===== src/ddar_pkg.sv =====
// Package: shared constants, types and command/status structs for the raycaster.
package ddar_pkg;

    localparam int MAP_SIZE      = 64;
    localparam int SCREEN_HEIGHT = 1024;
    localparam int FRAC_BITS     = 16;
    localparam int MAP_W         = $clog2(MAP_SIZE);
    localparam int MAP_DEPTH     = MAP_SIZE * MAP_SIZE;
    localparam int MAP_AW        = $clog2(MAP_DEPTH);
    localparam int MAX_STEPS     = 2 * MAP_SIZE + 2;
    localparam int STEP_W        = $clog2(MAX_STEPS + 1);

    localparam logic [31:0] MAX32 = 32'hFFFF_FFFF;
    localparam logic [23:0] MAX24 = 24'hFF_FFFF;
    localparam logic [15:0] MAX16 = 16'hFFFF;

    localparam logic [2:0] REG_POS_X  = 3'd0;
    localparam logic [2:0] REG_POS_Y  = 3'd1;
    localparam logic [2:0] REG_DIR_X  = 3'd2;
    localparam logic [2:0] REG_DIR_Y  = 3'd3;
    localparam logic [2:0] REG_PLN_X  = 3'd4;
    localparam logic [2:0] REG_PLN_Y  = 3'd5;
    localparam logic [2:0] REG_TEX_W  = 3'd6;
    localparam logic [2:0] REG_TEX_H  = 3'd7;

    localparam logic OP_WRITE = 1'b0;
    localparam logic OP_CAST  = 1'b1;

    // Divider operand selects.
    typedef enum logic [1:0] {
        DIV_DX = 2'd0,
        DIV_DY = 2'd1,
        DIV_H  = 2'd2,
        DIV_TS = 2'd3
    } t_div_sel;

    typedef struct packed {
        logic     load;       // capture input word
        logic     ray;        // form ray direction
        logic     div_start;
        t_div_sel div_sel;
        logic     div_take;   // store divider result
        logic     side_mul;   // side distance products
        logic     walk_step;  // one DDA step
        logic     fin_perp;   // perp distance and face
        logic     fin_wall;   // wall hit product
        logic     fin_tex;    // texture column, draw rows
        logic     out_load;
        logic     out_nohit;
    } t_cmd;

    typedef struct packed {
        logic is_write;
        logic div_done;
        logic walk_hit;
        logic walk_exit;
        logic steps_done;
    } t_sts;

endpackage


===== src/ddar_ctrl.sv =====
// Controller: sequences ray setup, the DDA walk, divisions and result hand-off.
module ddar_ctrl (
    input  logic           i_clk,
    input  logic           i_rst_n,
    input  logic           i_valid,
    output logic           o_stall,
    output logic           o_valid,
    input  logic           i_stall,
    input  ddar_pkg::t_sts i_sts,
    output ddar_pkg::t_cmd o_cmd
);
    import ddar_pkg::*;

    typedef enum logic [13:0] {
        S_IDLE  = 14'b00000000000001,
        S_DEC   = 14'b00000000000010,
        S_RAY   = 14'b00000000000100,
        S_DX    = 14'b00000000001000,
        S_DY    = 14'b00000000010000,
        S_SIDE  = 14'b00000000100000,
        S_STEP  = 14'b00000001000000,
        S_RD    = 14'b00000010000000,
        S_TEST  = 14'b00000100000000,
        S_PERP  = 14'b00001000000000,
        S_H     = 14'b00010000000000,
        S_TS    = 14'b00100000000000,
        S_FIN   = 14'b01000000000000,
        S_OUT   = 14'b10000000000000
    } t_state;

    t_state r_state, n_state;
    logic   r_valid, n_valid;
    logic   r_started, n_started;
    logic   r_nohit, n_nohit;
    logic   r_fin2, n_fin2;

    always_ff @(posedge i_clk) begin
        if (!i_rst_n) begin
            r_state <= S_IDLE; r_valid <= 1'b0; r_started <= 1'b0;
            r_nohit <= 1'b0;   r_fin2 <= 1'b0;
        end else begin
            r_state <= n_state; r_valid <= n_valid; r_started <= n_started;
            r_nohit <= n_nohit; r_fin2 <= n_fin2;
        end
    end

    always_comb begin
        n_state = r_state; n_started = r_started; n_nohit = r_nohit; n_fin2 = r_fin2;
        n_valid = r_valid && i_stall;
        o_cmd = '0;
        o_stall = 1'b1;
        case (r_state)
            S_IDLE: begin
                o_stall = 1'b0;
                if (i_valid) begin
                    o_cmd.load = 1'b1;
                    n_state = S_DEC;
                end
            end
            S_DEC: n_state = i_sts.is_write ? S_IDLE : S_RAY;
            S_RAY: begin
                o_cmd.ray = 1'b1; n_state = S_DX; n_started = 1'b0;
            end
            S_DX, S_DY, S_H, S_TS: begin
                o_cmd.div_sel = (r_state == S_DX) ? DIV_DX : (r_state == S_DY) ? DIV_DY
                              : (r_state == S_H) ? DIV_H : DIV_TS;
                if (!r_started) begin
                    o_cmd.div_start = 1'b1; n_started = 1'b1;
                end else if (i_sts.div_done) begin
                    o_cmd.div_take = 1'b1; n_started = 1'b0;
                    n_state = (r_state == S_DX) ? S_DY : (r_state == S_DY) ? S_SIDE
                            : (r_state == S_H) ? S_TS : S_FIN;
                end
            end
            S_SIDE: begin
                o_cmd.side_mul = 1'b1; n_state = S_STEP;
            end
            S_STEP: begin
                if (i_sts.steps_done) begin
                    n_nohit = 1'b1; n_state = S_OUT;
                end else begin
                    o_cmd.walk_step = 1'b1; n_state = S_RD;
                end
            end
            S_RD: begin
                if (i_sts.walk_exit) begin
                    n_nohit = 1'b1; n_state = S_OUT;
                end else n_state = S_TEST;
            end
            S_TEST: n_state = i_sts.walk_hit ? S_PERP : S_STEP;
            S_PERP: begin
                o_cmd.fin_perp = 1'b1; n_nohit = 1'b0; n_state = S_H;
            end
            S_FIN: begin
                if (!r_fin2) begin
                    o_cmd.fin_wall = 1'b1; n_fin2 = 1'b1;
                end else begin
                    o_cmd.fin_tex = 1'b1; n_fin2 = 1'b0;
                    n_state = S_OUT;
                end
            end
            S_OUT: begin
                // hold the result until the previous word leaves
                if (!(r_valid && i_stall)) begin
                    o_cmd.out_load = 1'b1; o_cmd.out_nohit = r_nohit;
                    n_valid = 1'b1; n_nohit = 1'b0; n_state = S_IDLE;
                end
            end
            default: n_state = S_IDLE;
        endcase
    end

    assign o_valid = r_valid;
endmodule


===== config.mk =====
export PLATFORM = sky130hd
export DESIGN_NAME = ddar_ctrl
export DESIGN_NICKNAME = d
export VERILOG_FILES = /design/src/ddar_pkg.sv /design/src/ddar_ctrl.sv
export SDC_FILE = /design/constraint.sdc
export NUM_CORES = 1
export LEC_CHECK = 0
export ABC_CLOCK_PERIOD_IN_PS = 4700
export BUFFER_PORTS_ARGS = -buffer_cell sky130_fd_sc_hd__buf_2
export CAP_MARGIN = 20
export CELL_PAD_IN_SITES_DETAIL_PLACEMENT = 0
export CELL_PAD_IN_SITES_GLOBAL_PLACEMENT = 1
export CORE_ASPECT_RATIO = 0.75
export CORE_UTILIZATION = 42
export CTS_CLUSTER_SIZE = 14
export DETAILED_ROUTE_END_ITERATION = 7
export PLACE_DENSITY_LB_ADDON = 0.08
export SYNTH_ARGS = -nofsm -noshare
export SYNTH_HDL_FRONTEND = slang
export SYNTH_SLANG_ARGS = --single-unit
export TNS_END_PERCENT = 50

===== constraint.sdc =====
create_clock -name i_clk -period 4.7 [get_ports i_clk]
set_input_delay 0.235 -clock i_clk [delete_from_list [all_inputs] [get_ports i_clk]]
set_output_delay 0.235 -clock i_clk [all_outputs]
set_load 0.01 [all_outputs]

# Word-level counts from Yosys, hierarchy flattened
# Cells that the tools add are included.
[word_totals]
input_bits = 9
regBits = 18
out_inout_bits = 15
wordCells = 73
[classes]
n_eq_ne = 21
n_reduce_logical = 6
mux = 41
[op_table]
columns = ["cell", "count"]
rows = [
  ["case mux 14 bit (11 select lines)", 1],
  ["two-way mux 14 bit", 7],
  ["two-way mux 13 bit", 3],
  ["two-way mux 1 bit", 20],
  ["equality test 14 x 1 -> 1 bit (second input constant)", 1],
  ["equality test 14 x 10 -> 1 bit (second input constant)", 1],
  ["equality test 14 x 11 -> 1 bit (second input constant)", 1],
  ["equality test 14 x 12 -> 1 bit (second input constant)", 1],
  ["equality test 14 x 13 -> 1 bit (second input constant)", 1],
  ["equality test 14 bit (second input constant)", 1],
  ["equality test 14 x 2 -> 1 bit (second input constant)", 1],
  ["equality test 14 x 3 -> 1 bit (second input constant)", 1],
  ["equality test 14 x 4 -> 1 bit (second input constant)", 1],
  ["equality test 14 x 5 -> 1 bit (second input constant)", 1],
  ["equality test 14 x 6 -> 1 bit (second input constant)", 1],
  ["equality test 14 x 7 -> 1 bit (second input constant)", 1],
  ["equality test 14 x 8 -> 1 bit (second input constant)", 1],
  ["equality test 14 x 9 -> 1 bit (second input constant)", 1],
  ["inequality test 2 bit (second input constant)", 7],
  ["two-way mux 10 bit", 1],
  ["two-way mux 2 bit", 5],
  ["AND reduction 5 bit", 1],
  ["two-way mux 4 bit", 1],
  ["case mux 1 bit (4 select lines)", 1],
  ["7 further kinds", 7],
]

# Longest topological paths before layout
# Gate-level depths: netlist (run 1).
[depth]
word_depth = 7
depth_mapped = 6
depth_no_buf = 5

# Least setup slack after synthesis (run 1)
# OpenSTA, ideal clock, no wires.
[synth_path]
kind = "register to register"
startpoint = "reg r_state[10]"
endpoint = "reg r_state[0]"
arrival_time_ns = 1.904
setup_time_ns = 0.120
path_slack_ns = 2.676
required_time_ns = 4.580
period_less_slack_ns = 2.024
n_path_buf = 1
stages_incl_launch_ff = 7
path_cell_list = "dfxtp_1 buf_2 or4_4 nor4_2 a2111oi_0 nor4bb_1 a211o_1"
[synth_via]
elab_chain_len = 6
elab_cells_between_ends = 26
cone_classes = "19 x eq/ne; 5 x mux; 2 x reduce/logical"
[synth_rtl]
columns = ["item", "line", "source"]
rows = [
  ["start: declaration", "ddar_ctrl.sv:31", "t_state r_state, n_state;"],
  ["start signal: assignment", "ddar_ctrl.sv:42", "r_state <= n_state; r_valid <= n_valid; r_started <= n_started;"],
  ["equality test 14 x 5 -> 1 bit", "ddar_ctrl.sv:52, ddar_ctrl.sv:71", ""],
  ["two-way mux 13 bit (2 in series)", "ddar_ctrl.sv:71", "n_state = (r_state == S_DX) ? S_DY : (r_state == S_DY) ? S_SIDE"],
  ["two-way mux 14 bit", "ddar_ctrl.sv:69", "end else if (i_sts.div_done) begin"],
  ["two-way mux 14 bit", "ddar_ctrl.sv:67", "if (!r_started) begin"],
  ["case mux 14 bit (11 select lines)", "ddar_ctrl.sv:52", "case (r_state)"],
]
# Several ways; a longest one is shown, not always the timed one. The select of a mux whose other input is x is not followed.
# A chain may end at the register's enable or synchronous reset.

==> qor.tcl, run 1 <==
set qor(yosys-top-cells-area) {sky130_fd_sc_hd__dfxtp_1 (32%), sky130_fd_sc_hd__a21oi_1 (5.3%), sky130_fd_sc_hd__nor2_1 (4.6%), sky130_fd_sc_hd__nor4_1 (4.4%), sky130_fd_sc_hd__nor4_2 (4.4%)}
set qor(start_util_pct) 47.0
set qor(number_of_sinks_on_the_clock_net) 18
set qor(powerDensity_nw_per_um2) 248
set qor(grt_antenna_before_repair) 0
set qor(tritoncts.num_buffers) 3
set qor(synth_seq_area_share_pct) 31.6
set qor(post_cts.repair.setup_buffers) 0
set qor(p_leak_nw) 0.561
set qor(worst-slew-pin-transition_ns) 0.686
set qor(critical_path.endpoint_type) {primary output}
set qor(cp_data_required_time_ns) 4.47
set qor(hold_class) {in2reg}
set qor(synth_top_area_share_pct) 31.6
set qor(die-area_um2) 2930
set qor(total_power_w) 0.000327
set qor(netlist_top_cells_count) {sky130_fd_sc_hd__dfxtp_1 (18), sky130_fd_sc_hd__nor2_1 (14), sky130_fd_sc_hd__a21oi_1 (12), sky130_fd_sc_hd__inv_1 (8), sky130_fd_sc_hd__nor4_1 (8)}
set qor(synth_enable_flop_cells) 0
set qor(design.core.area_um2) 2420
set qor(globalRouteTotalUtil_pct) 24.1
set qor(yosysTopAreaCell) {sky130_fd_sc_hd__dfxtp_1}
set qor(drt_pass1_iterations) 4
set qor(fill_count) 244
set qor(syn_warnings) 0
set qor(layout-drive-gt1-share_pct) 23.6
set qor(dominant_register_cell_in_the_synthesized_netlist) {sky130_fd_sc_hd__dfxtp_1}
set qor(io_buffers) 23
set qor(drt_first_iter_violations) 86
set qor(post_synth.cell_area_avg_um2) 8.13
set qor(top_level_ports) 24
set qor(cts_max_path_buffers) 2
set qor(synthToLayoutAreaGrowth_pct) 16.2
set qor(slew-limit-headroom_pct) 53.9
set qor(summed_negative_setup_slack_over_all_endpoints_ns) 0
set qor(cts-root-buf) {sky130_fd_sc_hd__clkbuf_4}
set qor(fin_crit_sh_pct) 52.9
set qor(synth.most_common_cell) {sky130_fd_sc_hd__dfxtp_1}
set qor(rsz_0062_raised_after_global_routing) {no}
set qor(syn_area_um2) 1140
set qor(clk-insertion-delay-late_ns) 0.31
set qor(route.antenna.remaining_nets) 0
set qor(postRouteWirelength_um) 3310
set qor(min_period_ns) 2.49
set qor(die_h_um) 47.1
set qor(cts-htree-levels) 1
set qor(place.detailed.hpwl_um) 2480
set qor(nNetsFinal) 175
set qor(finalSetupViolCount) 0
set qor(number_of_global_route_vias_before_repair) 1038
set qor(cts_tree) {built}
set qor(final-hold-violation-count) 0
set qor(vias) 1245
set qor(clk_pin_slew_worst_paths_ns) 0.12
set qor(status) {complete, no violations}
set qor(postSynthRegisterBits) 18
set qor(place.gp.congestion) 0.908
set qor(antennaDiodeCount) 0
set qor(timing.critical_path.arrival_ns) 2.25
set qor(area_of_the_multi_input_gates_um2) 734
set qor(drc_errors) 0
set qor(global_route.overflow_total) 0
set qor(cp_max_fo) 7
set qor(asyncSetResetFlopFracSynth_pct) 0
set qor(avgRoutedWirePerCell_um) 16.6
set qor(clock-skew-final_ns) 0.00567
set qor(largest_net_degree_at_the_start_of_global_routing) 11
set qor(post_synth_num_cell_types) 47
set qor(placementRows) 15
set qor(grt_first_pass_wirelength_um) 5270
set qor(postCtsResizedCells) 0
set qor(die_width_um) 62.1
set qor(highest_achievable_clock_rate_mhz) 402
set qor(syn-num-nets) 149
set qor(timing_max_transition_violations_final) 0
set qor(cp-start-kind) {flip-flop}
set qor(cts_hold_buf) 0
set qor(routed_via_density) 6.26
set qor(setup_cp_type) {reg2out}
set qor(cell_count_after_synthesis) 140
set qor(vdd_ir_drop_max_v) 0.000154
set qor(area.sequential_um2) 360
set qor(maxCapViolations) 0
## state kept, by name (all words and copies together), names as in the netlist
signal / count
r_started: 1
o_valid: 1
r_nohit: 1
r_state: 14
r_fin2: 1
## logic make-up after synthesis
group	Yosys count	synth area share (%)
compound gates	31	17.8
simple gates	75	42.7
buf+inv	11	3.85
flops	18	31.6
mux	1	0.879
xor+xnor	4	3.08
## worst paths after layout
| path | to | depth (start not counted) | slack (ns) | startpoint |
|---|---|---|---|---|
| min reg2reg | r_nohit | 2 | 0.46 | r_nohit |
| max reg2reg | r_state[0] | 5 | 2.45 | r_state[5] |
| max | o_cmd[3] | 4 | 2.21 | r_state[6] |
| min | r_state[2] | 2 | 0.12 | i_sts[4] |
## metrics by stage
step | instance area, µm² | cells | hold WS, ns | setup slack (ns) | utilization, %
finish | 1320 | 199 | 0.117 | 2.21 | 54.6
global route | 1320 | 199 | 0.112 | 2.13 | 54.6
CTS | 1320 | 199 | 0.115 | 2.22 | 54.6
detailed placement | 1290 | 195 | 0.445 | 2.50 | 53.1
global placement | 1290 | 195 | 0.430 | 2.53 | 53.1
floorplan | 1140 | 140 | 0.314 | 2.68 | -
## where the power goes
part	leakage, nW	internal, W	switching, W
Combinational	0.395	0.0000218	0.0000413
Sequential	0.145	0.000156	0.00000569
Clock	0.0210	0.0000474	0.0000551
## cells in the final DEF (no fill, tap or decap), drive strengths merged, types with 3 or more instances in the layout
| master | Yosys | layout |
|---|---|---|
| a21oi | 12 | 12 |
| and2 | 3 | 3 |
| buf | 2 | 23 |
| clkbuf | 0 | 4 |
| dfxtp | 18 | 18 |
| inv | 8 | 8 |
| nand2 | 5 | 5 |
| nand2b | 6 | 6 |
| nand3 | 5 | 5 |
| nand4 | 5 | 5 |
| nor2 | 15 | 15 |
| nor3 | 4 | 4 |
| nor4 | 13 | 13 |
| o21ai | 5 | 5 |
| or4 | 6 | 6 |
## per-layer routing
layer	vias to the layer above	part of all wire (%)	track usage, %
met5	-	0	0
met4	0	0.82	6.05
met3	4	8.3	5.83
met2	58	43	38.0
met1	595	48	33.7
li1	588	-	-
## worst max-delay path, cell delays in order, from the launching register on
cell	delay [ns]
sky130_fd_sc_hd__dfxtp_1	0.38
sky130_fd_sc_hd__or4_1	0.69
sky130_fd_sc_hd__or4_4	0.62
sky130_fd_sc_hd__nor2_2	0.12
sky130_fd_sc_hd__buf_2	0.14
## area by class of cell
cell class / instances / area share, %
Multi-Input combinational cell: 111 / 55.5
Sequential cell: 18 / 27.2
Timing Repair Buffer: 23 / 8.70
Tap cell: 34 / 3.22
Clock buffer: 4 / 2.74
Inverter: 9 / 2.55
No activity file was read; power rests on OpenSTA's default activity.
==> run 2: changes to the inputs <==
ABC_AREA = 1   (was not set)
ABC_CLOCK_PERIOD_IN_PS = 2100   (was 4700)
CORE_UTILIZATION = 34   (was 42)
clock period = 2.1 ns   (was 4.7 ns; I/O delays follow)
==> qor.tcl, run 2 <==
set qor(rsz_0062_raised_after_global_routing) {no}
set qor(antennaDiodeCount) 0
set qor(cts_hold_buf) 0
set qor(cts_tree) {built}
set qor(asyncSetResetFlopFracSynth_pct) 0
set qor(syn-num-nets) 200
set qor(timing_max_transition_violations_final) 0
set qor(largest_net_degree_at_the_start_of_global_routing) 15
set qor(clk-insertion-delay-late_ns) 0.26
set qor(post_synth_num_cell_types) 27
set qor(cp_max_fo) 14
set qor(global_route.overflow_total) 0
set qor(cts-root-buf) {sky130_fd_sc_hd__clkbuf_8}
set qor(dominant_register_cell_in_the_synthesized_netlist) {sky130_fd_sc_hd__dfxtp_1}
set qor(yosysTopAreaCell) {sky130_fd_sc_hd__dfxtp_1}
set qor(setup_cp_type) {reg2out}
set qor(top_reg_by_flops) {r_state}
set qor(summed_negative_setup_slack_over_all_endpoints_ns) 0
set qor(drt_pass1_iterations) 4
set qor(synth_seq_area_share_pct) 28.2
set qor(hold_class) {in2reg}
set qor(mostFrequentLayoutCells) {sky130_fd_sc_hd__inv_1 (36), sky130_fd_sc_hd__nand2_1 (33), sky130_fd_sc_hd__nor2_1 (28)}
set qor(largest_reg_flops) 14
set qor(syn_area_um2) 1280
set qor(whs_path_depth) 3
set qor(cts-htree-levels) 1
set qor(cts_max_path_buffers) 2
set qor(top_level_ports) 24
set qor(synth_top_area_share_pct) 28.2
set qor(number_of_sinks_on_the_clock_net) 18
set qor(p_leak_nw) 0.820
set qor(timing.rr.end) {r_state[8]}
set qor(worst-slew-pin-transition_ns) 0.348
set qor(post_synth.cell_area_avg_um2) 6.69
set qor(placementRows) 18
set qor(final-hold-violation-count) 0
set qor(final_common_cell) {sky130_fd_sc_hd__inv_1}
set qor(layout-drive-gt1-share_pct) 27.8
set qor(postCtsResizedCells) 0
set qor(status) {complete, no violations}
set qor(place.detailed.hpwl_um) 2470
set qor(start_util_pct) 37.1
set qor(post_cts.repair.setup_buffers) 0
set qor(design.core.area_um2) 3450
set qor(route.antenna.remaining_nets) 0
set qor(share_comb_of_total_power_pct) 47.5
set qor(min_period_ns) 1.81
set qor(routed_via_density) 4.51
set qor(power_switching_share_pct) 42.7
set qor(cell_count_after_synthesis) 191
set qor(drc_errors) 0
set qor(ff2ff_setup_slack_ns) 0.41
set qor(sw_power_w) 0.000568
set qor(yosys-top-cells-area) {sky130_fd_sc_hd__dfxtp_1 (28%), sky130_fd_sc_hd__inv_1 (11%), sky130_fd_sc_hd__nand2_1 (9.7%), sky130_fd_sc_hd__nor2_1 (8.2%), sky130_fd_sc_hd__nand3_1 (7.1%)}
set qor(synth.most_common_cell) {sky130_fd_sc_hd__inv_1}
set qor(place.gp.congestion) 0.782
set qor(nNetsFinal) 226
set qor(clk_pin_slew_worst_paths_ns) 0.07
set qor(worstHoldEndpoint) {o_valid}
set qor(syn_warnings) 0
set qor(critical_path.endpoint_type) {primary output}
set qor(drt_first_iter_violations) 61
set qor(slew-limit-headroom_pct) 76.6
set qor(cp-start-kind) {flip-flop}
set qor(min-delay-start) {i_stall}
set qor(die-area_um2) 4010
set qor(sequential_power_share_pct) 31.1
set qor(globalRouteTotalUtil_pct) 17.7
set qor(tritoncts.num_buffers) 3
set qor(finalSetupViolCount) 0
set qor(io_buffers) 23
set qor(avgRoutedWirePerCell_um) 11.2
set qor(vias) 1200
set qor(vdd_ir_drop_max_v) 0.000533
set qor(grt_first_pass_wirelength_um) 5200
set qor(highest_achievable_clock_rate_mhz) 551
set qor(synth_enable_flop_cells) 0
set qor(number_of_global_route_vias_before_repair) 1102
set qor(internal_power_w) 0.000763
set qor(r2r_start) {r_state[13]}
set qor(netlist_top_cells_count) {sky130_fd_sc_hd__inv_1 (36), sky130_fd_sc_hd__nand2_1 (33), sky130_fd_sc_hd__nor2_1 (28), sky130_fd_sc_hd__dfxtp_1 (18), sky130_fd_sc_hd__nand3_1 (18)}
set qor(timing.critical_path.arrival_ns) 1.71
set qor(postSynthRegisterBits) 18
set qor(synthToLayoutAreaGrowth_pct) 17.0
set qor(cp_data_required_time_ns) 2.00
set qor(powerDensity_nw_per_um2) 890
set qor(maxCapViolations) 0
set qor(die_h_um) 55.1
set qor(clock-skew-final_ns) 0.00773
set qor(clockPowerShare_pct) 21.4
set qor(die_width_um) 72.8
set qor(postRouteWirelength_um) 2980
set qor(worst-r2r-cell-count) 10
set qor(hold-worst-slack_ns) 0.106
set qor(grt_antenna_before_repair) 0
set qor(fin_crit_sh_pct) 86.4
run 2: cell types whose count changed after synthesis, moves of 5 or more:
| cell | change |
|---|---|
| sky130_fd_sc_hd__nand2_2 | +5 |
| sky130_fd_sc_hd__nor4_1 | -8 |
| sky130_fd_sc_hd__nand3_1 | +13 |
| sky130_fd_sc_hd__nand2_1 | +28 |
| sky130_fd_sc_hd__nand3_2 | +5 |
| sky130_fd_sc_hd__inv_1 | +28 |
| sky130_fd_sc_hd__nor2_1 | +14 |
| sky130_fd_sc_hd__nand2b_1 | -6 |
run 2: layout make-up:
| cell class | instances | area, µm² |
|---|---|---|
| fill | 381 | 1950 |
| multi-input combinational | 130 | 748 |
| tap | 50 | 62.6 |
| clock buffer | 4 | 55.1 |
| timing repair buffer | 23 | 115 |
| sequential | 18 | 360 |
| inverter | 41 | 154 |
run 2: worst max-delay path by stage:
stage,from,to,slack (ns)
2_1_floorplan,r_state[10],r_state[0],0.68
3_3_place_gp,r_state[13],r_state[8],0.42
3_5_place_dp,r_state[13],r_state[3],0.41
4_1_cts,r_state[13],o_cmd[8],0.26
5_1_grt,r_state[11],o_cmd[8],0.11
6_report,r_state[13],o_cmd[8],0.29
run 2: cell families after synthesis:
family          after synthesis  synth area share (%)
compound gates               13                  5.39
buf+inv                      43                  13.2
simple gates                117                  53.2
flops                        18                  28.2
run 2: worst max-delay path, stage by stage (launching register included):
cell and delay [ns]:
sky130_fd_sc_hd__dfxtp_1 0.34, sky130_fd_sc_hd__nor2_1 0.20, sky130_fd_sc_hd__inv_2 0.11, sky130_fd_sc_hd__nor2_8 0.27
sky130_fd_sc_hd__nand2_2 0.10, sky130_fd_sc_hd__nand3_2 0.15, sky130_fd_sc_hd__nand3b_1 0.11, sky130_fd_sc_hd__inv_1 0.06
sky130_fd_sc_hd__buf_2 0.11
run 2: power groups by stage:
stage	combinational [W]	sequential (W)	clock [W]
after floorplan	0.000504	0.000415	0
after global placement	0.000623	0.000419	0
after detailed placement	0.000632	0.000423	0
after CTS	0.000635	0.000414	0.000296
after global routing	0.000718	0.000419	0.000310
final	0.000632	0.000414	0.000285
run 2: per-layer routing:
metal  vias to the layer above  global-route usage [%]  wire length, µm
li1                        639                       -                -
met1                       533                    25.2             1620
met2                        23                    27.1             1220
met3                         5                    3.80              108
met4                         0                    4.90               28
met5                         -                       0                0
run 2: per-stage QoR:
step                      instance area, µm²  setup slack, ns  cells  util [%]  power [W]
after floorplan                         1280            0.680    191         -   0.000918
after global placement                  1440            0.419    262      41.8    0.00104
after detailed placement                1440            0.409    262      41.8    0.00105
after CTS                               1500            0.263    266      43.4    0.00135
after global routing                    1500            0.114    266      43.4    0.00145
final                                   1500            0.286    266      43.4    0.00133
==> run 3: changes to the inputs <==
CELL_PAD_IN_SITES_DETAIL_PLACEMENT = not set   (was 0)
CELL_PAD_IN_SITES_GLOBAL_PLACEMENT = not set   (was 1)
CORE_UTILIZATION = 49   (was 34)
==> qor.tcl, run 3 (same netlist as run 2, synthesis figures left out) <==
set qor(cp-start-kind) {flip-flop}
set qor(slew-limit-headroom_pct) 79.1
set qor(die_width_um) 61.0
set qor(clockPowerShare_pct) 18.0
set qor(hold_class) {in2reg}
set qor(synthToLayoutAreaGrowth_pct) 14.0
set qor(antennaDiodeCount) 0
set qor(vdd_ir_drop_max_v) 0.000822
set qor(clk-insertion-delay-late_ns) 0.30
set qor(cp_data_required_time_ns) 2.00
set qor(largest_reg_flops) 14
set qor(timing.critical_path.arrival_ns) 1.74
set qor(postCtsResizedCells) 0
set qor(clk_pin_slew_worst_paths_ns) 0.11
set qor(finalSetupViolCount) 0
set qor(die-area_um2) 2820
set qor(route.antenna.remaining_nets) 0
set qor(grt_first_pass_wirelength_um) 4530
set qor(cts_max_path_buffers) 2
set qor(summed_negative_setup_slack_over_all_endpoints_ns) 0
set qor(post_cts.repair.setup_buffers) 0
set qor(nNetsFinal) 226
set qor(number_of_sinks_on_the_clock_net) 18
set qor(drc_errors) 0
set qor(maxCapViolations) 0
set qor(sw_power_w) 0.000570
set qor(internal_power_w) 0.000702
set qor(powerDensity_nw_per_um2) 874
set qor(top_level_ports) 24
set qor(cp_max_fo) 14
set qor(mostFrequentLayoutCells) {sky130_fd_sc_hd__inv_1 (36), sky130_fd_sc_hd__nand2_1 (33), sky130_fd_sc_hd__nor2_1 (28)}
set qor(vias) 1218
set qor(placementRows) 15
set qor(share_comb_of_total_power_pct) 49.6
set qor(io_buffers) 23
set qor(globalRouteTotalUtil_pct) 22.2
set qor(power_switching_share_pct) 44.8
set qor(critical_path.endpoint_type) {primary output}
set qor(final-hold-violation-count) 0
set qor(die_h_um) 46.2
set qor(final_common_cell) {sky130_fd_sc_hd__inv_1}
set qor(drt_pass1_iterations) 4
set qor(layout-drive-gt1-share_pct) 27.8
set qor(min_period_ns) 1.84
set qor(top_reg_by_flops) {r_state}
set qor(highest_achievable_clock_rate_mhz) 542
set qor(p_leak_nw) 0.813
set qor(avgRoutedWirePerCell_um) 11.1
set qor(cts-root-buf) {sky130_fd_sc_hd__clkbuf_4}
set qor(rsz_0062_raised_after_global_routing) {no}
set qor(place.gp.congestion) 0.841
set qor(number_of_global_route_vias_before_repair) 1038
set qor(timing_max_transition_violations_final) 0
set qor(postLayoutCoreUtil_pct) 61.1
set qor(clock-skew-final_ns) 0.00386
set qor(cts_hold_buf) 0
set qor(place.detailed.hpwl_um) 2260
set qor(global_route.overflow_total) 0
set qor(drt_first_iter_violations) 45
set qor(design.core.area_um2) 2380
set qor(tritoncts.num_buffers) 3
set qor(start_util_pct) 53.6
set qor(cts_tree) {built}
set qor(largest_net_degree_at_the_start_of_global_routing) 15
set qor(postRouteWirelength_um) 2780
set qor(grt_antenna_before_repair) 0
set qor(routed_via_density) 4.87
set qor(setup_cp_type) {reg2out}
set qor(status) {complete, no violations}
set qor(sequential_power_share_pct) 32.4
set qor(fin_crit_sh_pct) 87.9
set qor(cts-htree-levels) 1
set qor(worst-slew-pin-transition_ns) 0.311
[run 3: cell count changes in the layout (fill, tap and decap cells not counted)]
cell / change
sky130_fd_sc_hd__clkbuf_8: -3
sky130_fd_sc_hd__clkbuf_4: +3
[run 3: power by group through the flow]
stage / Sequential (W) / Combinational (W) / Clock [W]
after floorplan: 0.000415 / 0.000504 / 0
after global placement: 0.000417 / 0.000616 / 0
after detailed placement: 0.000420 / 0.000631 / 0
after CTS: 0.000413 / 0.000634 / 0.000228
after global routing: 0.000418 / 0.000705 / 0.000241
final: 0.000413 / 0.000631 / 0.000229
[run 3: worst max-delay path, cell delays in order, from the launching register on]
cell                       delay, ns
sky130_fd_sc_hd__dfxtp_1        0.36
sky130_fd_sc_hd__nor2_2         0.20
sky130_fd_sc_hd__nand2_4        0.11
sky130_fd_sc_hd__nor2_8         0.24
sky130_fd_sc_hd__nand2_2        0.10
sky130_fd_sc_hd__nand3_2        0.15
sky130_fd_sc_hd__nand3b_1       0.10
sky130_fd_sc_hd__inv_1          0.05
sky130_fd_sc_hd__buf_2          0.12
[run 3: final timing paths]
kind | from | to | slack (ns) | cells after the start
max | r_state[10] | o_cmd[8] | 0.26 | 8
min | i_stall | o_valid | 0.06 | 3
min reg2reg | r_fin2 | r_fin2 | 0.47 | 2
max reg2reg | r_state[10] | r_state[3] | 0.44 | 10
[run 3: per-layer routing]
metal	part of all wire [%]	global-route usage [%]	wire length, µm
met4	0.68	4.55	19
met2	42	33.8	1180
met3	6.3	6.18	174
met5	0	0	0
met1	51	31.3	1400
[run 3: metrics by stage]
stage                     instances  cell area, µm²  hold slack [ns]  setup slack, ns  power, W
after global routing            250            1460           0.0530           0.0987   0.00136
after detailed placement        246            1420            0.385            0.451   0.00105
after floorplan                 191            1280            0.268            0.680  0.000918
after CTS                       250            1460           0.0632            0.243   0.00127
final                           250            1460           0.0630            0.255   0.00127
after global placement          246            1420            0.375            0.486   0.00103
[run 3: area by class of cell]
class / instances / area [µm²]
Multi-Input combinational cell: 130 / 748
Timing Repair Buffer: 23 / 115
Fill cell: 233 / 927
Sequential cell: 18 / 360
Tap cell: 34 / 42.5
Inverter: 41 / 154
Clock buffer: 4 / 36.3
